**src/sv/dual_window_matrix_accumulator_defines.svh**
```systemverilog
// assertion macros for the dual window matrix accumulator
`ifndef DUAL_WINDOW_MATRIX_ACCUMULATOR_DEFINES_SVH
`define DUAL_WINDOW_MATRIX_ACCUMULATOR_DEFINES_SVH

// antecedent holds in a cycle, consequent must hold in the same cycle
`define DWMA_ASSERT_NOW(label, clock, rstn, ante, cons, msg) \
	label: assert property (@(posedge clock) disable iff (!(rstn)) \
		(ante) |-> (cons)) else $error(msg);

// antecedent holds in a cycle, consequent must hold in the next cycle
`define DWMA_ASSERT_NEXT(label, clock, rstn, ante, cons, msg) \
	label: assert property (@(posedge clock) disable iff (!(rstn)) \
		(ante) |=> (cons)) else $error(msg);

`endif

```
**src/sv/dwma_pkg.sv**
```systemverilog
// shared constants, types and helpers of the dual window matrix accumulator
package dwma_pkg;

	localparam int MatrixElements = 4096;
	localparam int AddrW = $clog2(MatrixElements);
	localparam int IdxW = 12;
	localparam int NumSamples = 8;
	localparam int SampleW = 32;
	localparam int PairW = SampleW + 1;
	localparam int SumW = SampleW + $clog2(NumSamples);
	localparam int AccW = 48;

	typedef logic [AddrW-1:0] addr_t;
	typedef logic [IdxW-1:0] idx_t;
	typedef logic [SumW-1:0] sum_t;
	typedef logic [AccW-1:0] acc_t;
	typedef logic [AccW:0] acc_wide_t;
	typedef logic [NumSamples-1:0][SampleW-1:0] sample_vec_t;
	typedef logic [NumSamples/2-1:0][PairW-1:0] pair_vec_t;

	// stage load enables of the adder tree
	typedef struct packed {
		logic en_s1;
		logic en_s2;
	} pipe_en_t;

	// outcome of the accumulator update for one word
	typedef struct packed {
		logic wr;
		acc_t normal;
		acc_t burst;
	} upd_t;

	function automatic logic elem_in_range(idx_t idx);
		return 32'(idx) < 32'(MatrixElements);
	endfunction

	function automatic addr_t to_addr(idx_t idx);
		return AddrW'(idx);
	endfunction

	// clamp a 49-bit two's complement sum into 48 bits
	function automatic acc_t sat_acc(acc_wide_t wide);
		acc_t res;
		res = wide[AccW-1:0];
		if (wide[AccW] != wide[AccW-1]) begin
			res = {wide[AccW], {(AccW-1){~wide[AccW]}}};
		end
		return res;
	endfunction

endpackage

```
**src/sv/dwma_update.sv**
```systemverilog
// restart selection and saturating accumulate for both windows
module dwma_update (
	input  dwma_pkg::acc_t old_normal,
	input  dwma_pkg::acc_t old_burst,
	input  dwma_pkg::sum_t sum,
	input  logic           restart_normal,
	input  logic           restart_burst,
	input  logic           in_range,
	output dwma_pkg::upd_t upd
);

	import dwma_pkg::*;

	acc_wide_t wide_n;
	acc_wide_t wide_b;
	acc_t      sum_ext;
	logic      bad;

	assign bad = restart_normal && !restart_burst;
	assign sum_ext = {{(AccW-SumW){sum[SumW-1]}}, sum};
	assign wide_n = {old_normal[AccW-1], old_normal} + {sum_ext[AccW-1], sum_ext};
	assign wide_b = {old_burst[AccW-1], old_burst} + {sum_ext[AccW-1], sum_ext};

	always_comb begin
		upd.wr = in_range && !bad;
		if (!in_range) begin
			upd.normal = '0;
			upd.burst = '0;
		end else if (bad) begin
			upd.normal = old_normal;
			upd.burst = old_burst;
		end else begin
			upd.normal = restart_normal ? sum_ext : sat_acc(wide_n);
			upd.burst = restart_burst ? sum_ext : sat_acc(wide_b);
		end
	end

endmodule
```
**config.mk**
```make
export PLATFORM = sky130hd
export DESIGN_NAME = dwma_update
export DESIGN_NICKNAME = d
export VERILOG_FILES = /design/src/sv/dual_window_matrix_accumulator_defines.svh /design/src/sv/dwma_pkg.sv /design/src/sv/dwma_update.sv
export SDC_FILE = /design/constraint.sdc
export NUM_CORES = 1
export LEC_CHECK = 0
export BUFFER_PORTS_ARGS = -buffer_cell sky130_fd_sc_hd__buf_2
export CAP_MARGIN = 0
export CELL_PAD_IN_SITES_DETAIL_PLACEMENT = 1
export CELL_PAD_IN_SITES_GLOBAL_PLACEMENT = 2
export CORE_MARGIN = 4
export CORE_UTILIZATION = 31
export DETAILED_ROUTE_END_ITERATION = 8
export PLACE_DENSITY = 0.91
export SYNTH_ARGS = -nofsm -noshare
export SYNTH_HDL_FRONTEND = slang
export SYNTH_SLANG_ARGS = --single-unit
```
**constraint.sdc**
```tcl
create_clock -name vclk -period 8.55
set_input_delay 0.4275 -clock vclk [all_inputs]
set_output_delay 0.4275 -clock vclk [all_outputs]
set_load 0.03 [all_outputs]
```
After elaboration in Yosys (flattened, before gate mapping)
Cells that the tools add are included.
Word-level totals
  bits in registers: 0
  input port bits: 134
Cells by class
  reduce and logical (&&, ||, !) cells: 4
  muxes and demuxes: 6
  bitwise logic cells: 2
  equality and inequality tests: 2
  add/sub/neg operators: 2
Operators with widths (count)
  two-way mux 48 bit: 4
  two-way mux 96 bit: 2
  adder 48 x 35 -> 49 bit: 2
  logical AND 1 bit: 2
  logical NOT 1 bit: 2
  != test 1 bit: 2
  inverter 1 bit: 2

Longest topological paths before layout
Gate-level depths: netlist of the first run.
  depth in word-level cells: 6
  gate-level depth with buffers: 18
  mapped depth without buffers: 16

Worst setup path after synthesis of the first run
OpenSTA, ideal clock, no wires.
  path kind: input port to output port
  from: input port old_burst[16]
  to: output port upd[46] in the netlist's numbering
  stages on the path: 18
  slack: 3.371 ns
  arrival time: 4.751 ns
  buffers on the path: 3
  required time: 8.123 ns
  path through: ha_1 > buf_2 > a21oi_2 > or3b_1 > o22ai_1 > o221ai_1 > a21oi_1 > o311ai_1 > a221oi_1 > o21ai_1 > xor2_1 > ha_1 > clkbuf_1 > or3_1 > clkbuf_1 > or4_1 > nor2_1 > nor4_1
RTL lines
  start: declaration: RTL line dwma_update.sv:4  | input dwma_pkg::acc_t old_burst,
  end: declaration: RTL line dwma_update.sv:9  | output dwma_pkg::upd_t upd

==> results of run 1 <==
[metal layers]
layer	global-route usage	part of all wire
met5	0	0
met3	0.0246	0.048
met2	0.415	0.46
met1	0.355	0.46
met4	0.0675	0.032
[critical path, cell delays in order]
cell,delay [ps]
buf_2,150
ha_1,300
a211oi_1,400
o21ai_0,180
a21oi_1,310
o21ai_1,240
a21oi_1,420
o311ai_1,170
a221oi_1,610
o21ai_1,180
xor2_1,230
ha_1,270
buf_4,270
nand2_1,110
a21oi_1,70
nor2_2,600
buf_4,370
a21oi_1,120
buf_2,190
[cells in the mapped netlist (4+ instances only)]
cell type,number,area [sq um]
or3_1,11,68.8
inv_1,22,82.6
ha_1,98,1230
a211oi_1,18,135
mux2i_1,18,180
nor2b_1,9,56.3
o221ai_1,19,166
or2_2,5,31.3
a21oi_1,170,851
a31oi_1,14,87.6
o21bai_1,15,113
nor3_1,13,65.1
nand4_1,19,119
buf_2,11,55.1
o21a_1,12,90.1
nor4_1,4,25.0
nand2b_1,53,332
a221oi_1,4,35.0
o211ai_1,22,165
and2_1,13,81.3
xnor2_1,48,420
xor2_1,32,280
nand3_1,30,150
a21boi_0,6,45.0
o22ai_1,25,156
a31o_2,5,43.8
o31ai_1,4,30.0
and3_1,17,106
nand2_1,138,518
a211o_1,4,35.0
nor2_1,86,323
a21o_1,46,345
o21ai_0,103,515
o21ai_1,6,30.0
clkbuf_1,58,218
[logic make-up after synthesis]
kind of cell,count (synthesis),synth area share
fa+ha+maj,100,0.165
mux,20,0.0264
xor+xnor,80,0.0912
buf+inv,93,0.0474
compound gates,501,0.408
simple gates,414,0.262
[report_power, final]
| part | switching [mW] | leakage, nW | internal, mW |
|---|---|---|---|
| clock | 0 | 0.0000444 | 0.000000110 |
| combinational | 0.605 | 4.29 | 0.327 |
| sequential | 0 | 0 | 0 |
[layout make-up]
cell class / count / area share
antenna: 7 / 0.00194
timing repair buffer: 237 / 0.133
tap: 324 / 0.0449
inverter: 22 / 0.00914
multi-input combinational: 1115 / 0.811
[final timing paths]
kind / from / end / slack (ps) / cells after the start
worst max-delay path: sum[1] / upd[35] / 2510 / 19
worst min-delay path: old_burst[42] / upd[42] / 1280 / 4
[stage by stage]
| stage | cells | cell area (sq um) | worst slack [ps] | utilization | hold slack (ps) |
|---|---|---|---|---|---|
| 6_report | 1705 | 9030 | 2510 | 0.371 | 1280 |
| 5_1_grt | 1705 | 9030 | 2190 | 0.371 | 1320 |
| 4_1_cts | 1698 | 9010 | 2580 | 0.371 | 1290 |
| 3_5_place_dp | 1698 | 9010 | 2610 | 0.371 | 1290 |
| 3_3_place_gp | 1698 | 9010 | 2780 | 0.371 | 1290 |
| 2_1_floorplan | 1208 | 7680 | 3370 | - | 1070 |
==> results.cfg, run 1 <==
[placed_design]
place_congestion = 0.915
dpl.hpwl_mm = 30.6
numPortBuffers = 231

[floorplan]
start_util = 0.316
io_pins = 231
die_area_sq_um = 27400
die_x_um = 165
core_sq_um = 24300
die_h_um = 165
row_count = 57

[timing]
grt_setup_unrepaired = no
worstMarginPinSlew_ps = 983
setup_violations = 0
fin_crit_sh = 0.706
max_freq_ghz = 0.166
period_minus_slack_ps = 6040
setup_tns_ps = 0
finalHoldViolations = 0
relSlewSlack = 0.344
slew_viol_final = 0

[power]
leakage_nw = 4.29
p_total_mw = 0.931
p_per_area_nw_per_um2 = 103
irDropWorstVdd_mv = 0.0434

[setup_path]
arrival_ps = 5610
path_class = input port to output pin
critPathRequiredTime_ps = 8120
setup.worst_path.end_class = output pin
cp_max_fo = 44
start_kind = input port

[routing]
vias = 9998
vias_per_cell = 5.86
drtPass1Iterations = 5
routed_wirelength_mm = 36.5
drc_errors = 0
wire_per_inst_um = 21.4
postRouteAntennaNets = 0
drt-initial-drc-count = 650

[yosys]
netlist_area_sq_um = 7680
synth_cell_types = 67
ys_seq_area_frac = 0
yosysWarnings = 0
avgSynthCellArea_sq_um = 6.36
synth_fp_nets = 1442
syn_inst = 1208

[clocking]
post_cts_buffers = 0
cts-resized-gates = 0
cts_hold_buf = 0

[layout]
final_layout_size_suffix_gt1_frac = 0.193
fillers = 3262
layout_common_cells = buf_2, a21oi_1, nand2_1
clkbuf_count = 0
mostFrequentLayoutCell = buf_2
fin_nets = 1610
multi_input_area_sq_um = 7320
syn2layout_area_growth_pct = 17.5
regArea_sq_um = 0
sequential_cell_total = 0

[grt]
grt_usage = 0.253
grt_start_max_net_pins = 67
overflow = 0
antenna_found_initial = 7
grt_pass1_wl_mm = 55.7
grt_pass1_vias = 10000

[status]
status = finished clean

[min_path]
hp-class = input port to output pin

[flow_run]
max_cap_violations = 0
Power figures use the tool's default switching activity.
==> inputs of run 2 (changes only) <==
CORE_UTILIZATION = 28   (was 31)
PLACE_DENSITY = 0.83   (was 0.91)
clock period = 6.3 ns   (was 8.55 ns; I/O delays follow)
==> run 2 against run 1 <==
Effect of this change: routed wire length up 1.4%; highest routed layer unchanged; largest power group unchanged; setup slack lost 1800 ps; via count shrank 1.4%; critical path type unchanged.
==> results.cfg, run 2 (same netlist as run 1, synthesis figures left out) <==
[status]
status = finished clean

[timing]
setup_tns_ps = 0
slew_viol_final = 0
period_minus_slack_ps = 5550
fin_crit_sh = 0.881
relSlewSlack = 0.166
grt_setup_unrepaired = no
max_freq_ghz = 0.180
worstMarginPinSlew_ps = 1250
finalHoldViolations = 0
setup_violations = 0

[layout]
sequential_cell_total = 0
finish.instance_area_sq_um = 9070
layout_common_cells = buf_2, a21oi_1, nand2_1
fin_nets = 1612
clkbuf_count = 0
syn2layout_area_growth_pct = 18.0
final_layout_size_suffix_gt1_frac = 0.194
regArea_sq_um = 0
mostFrequentLayoutCell = buf_2

[floorplan]
die_area_sq_um = 30200
die_x_um = 174
die_h_um = 174
io_pins = 231
core_sq_um = 27000
start_util = 0.285
row_count = 60

[placed_design]
dpl.hpwl_mm = 31.0
place_congestion = 0.935
numPortBuffers = 231
postPlaceCellArea_sq_um = 9050

[setup_path]
start_kind = input port
setup.worst_path.end_class = output pin
critPathRequiredTime_ps = 5980
cp_max_fo = 7
crit_path_cell_trace = buf_2 -> ha_1 -> a211oi_1 -> o21ai_0 -> a21oi_1 -> o21ai_1 -> a21oi_1 -> o311ai_1 -> a221oi_1 -> o21ai_1 -> xor2_1 -> ha_1 -> or3_1 -> or4_1 -> nor2_1 -> nor4_1 -> buf_2
arrival_ps = 5240
critPathMaxStageDelay_ps = 620
critPathSlowestCell = a221oi_1
path_class = input port to output pin

[grt]
grt_pass1_vias = 9752
antenna_found_initial = 7
grt_usage = 0.228
overflow = 0
grt_start_max_net_pins = 67
grt_pass1_wl_mm = 56.5

[power]
irDropWorstVdd_mv = 0.0564
p_total_mw = 1.27
p_per_area_nw_per_um2 = 140
leakage_nw = 4.30

[routing]
routed_wirelength_mm = 37.0
vias = 9862
postRouteAntennaNets = 0
drtPass1Iterations = 7
drt-initial-drc-count = 562
vias_per_cell = 5.72
drc_errors = 0
wire_per_inst_um = 21.5

[clocking]
post_cts_buffers = 0
cts_hold_buf = 0
cts-resized-gates = 0

[flow_run]
max_cap_violations = 0

[min_path]
hp-class = input port to output pin
[run 2: final timing paths]
| path | start | to | slack, ps | cells past startpoint |
|---|---|---|---|---|
| min | old_burst[44] | upd[44] | 1060 | 4 |
| max | sum[1] | upd[46] | 750 | 17 |
[run 2: worst max-delay path, delay by kind of cell]
| family | cells | cell delay [ps] |
|---|---|---|
| buffers and inverters | 2 | 350 |
| adder cells (fa/ha/maj) | 2 | 700 |
| XOR/XNOR | 1 | 190 |
| AO/OA/AOI/OAI | 8 | 2600 |
| AND/OR/NAND/NOR | 4 | 1080 |
[run 2: area by class of cell]
type,instances,area [sq um]
fill,3571,17900
multi-input combinational,1115,7320
timing repair buffer,239,1220
tap,341,427
inverter,22,82.6
antenna,7,17.5
[run 2: layer usage]
metal	part of all wire	wire, um	GRT usage
met5	0	0	0
met4	0.025	940	0.0525
met1	0.48	17900	0.330
met3	0.035	1290	0.0164
met2	0.46	16800	0.368
[run 2: power breakdown]
group          internal, mW  switching (mW)   total (mW)  leakage, nW
Combinational         0.445           0.824         1.27         4.30
Sequential                0               0            0            0
Clock           0.000000149               0  0.000000149    0.0000444
[run 2: per-stage QoR]
stage,hold WS (ps),worst slack [ps],utilization,instances
2_1_floorplan,848,1350,-,1208
3_3_place_gp,1060,1010,0.336,1717
3_5_place_dp,1060,798,0.336,1717
4_1_cts,1060,765,0.336,1717
5_1_grt,1100,362,0.336,1724
6_report,1060,747,0.336,1724
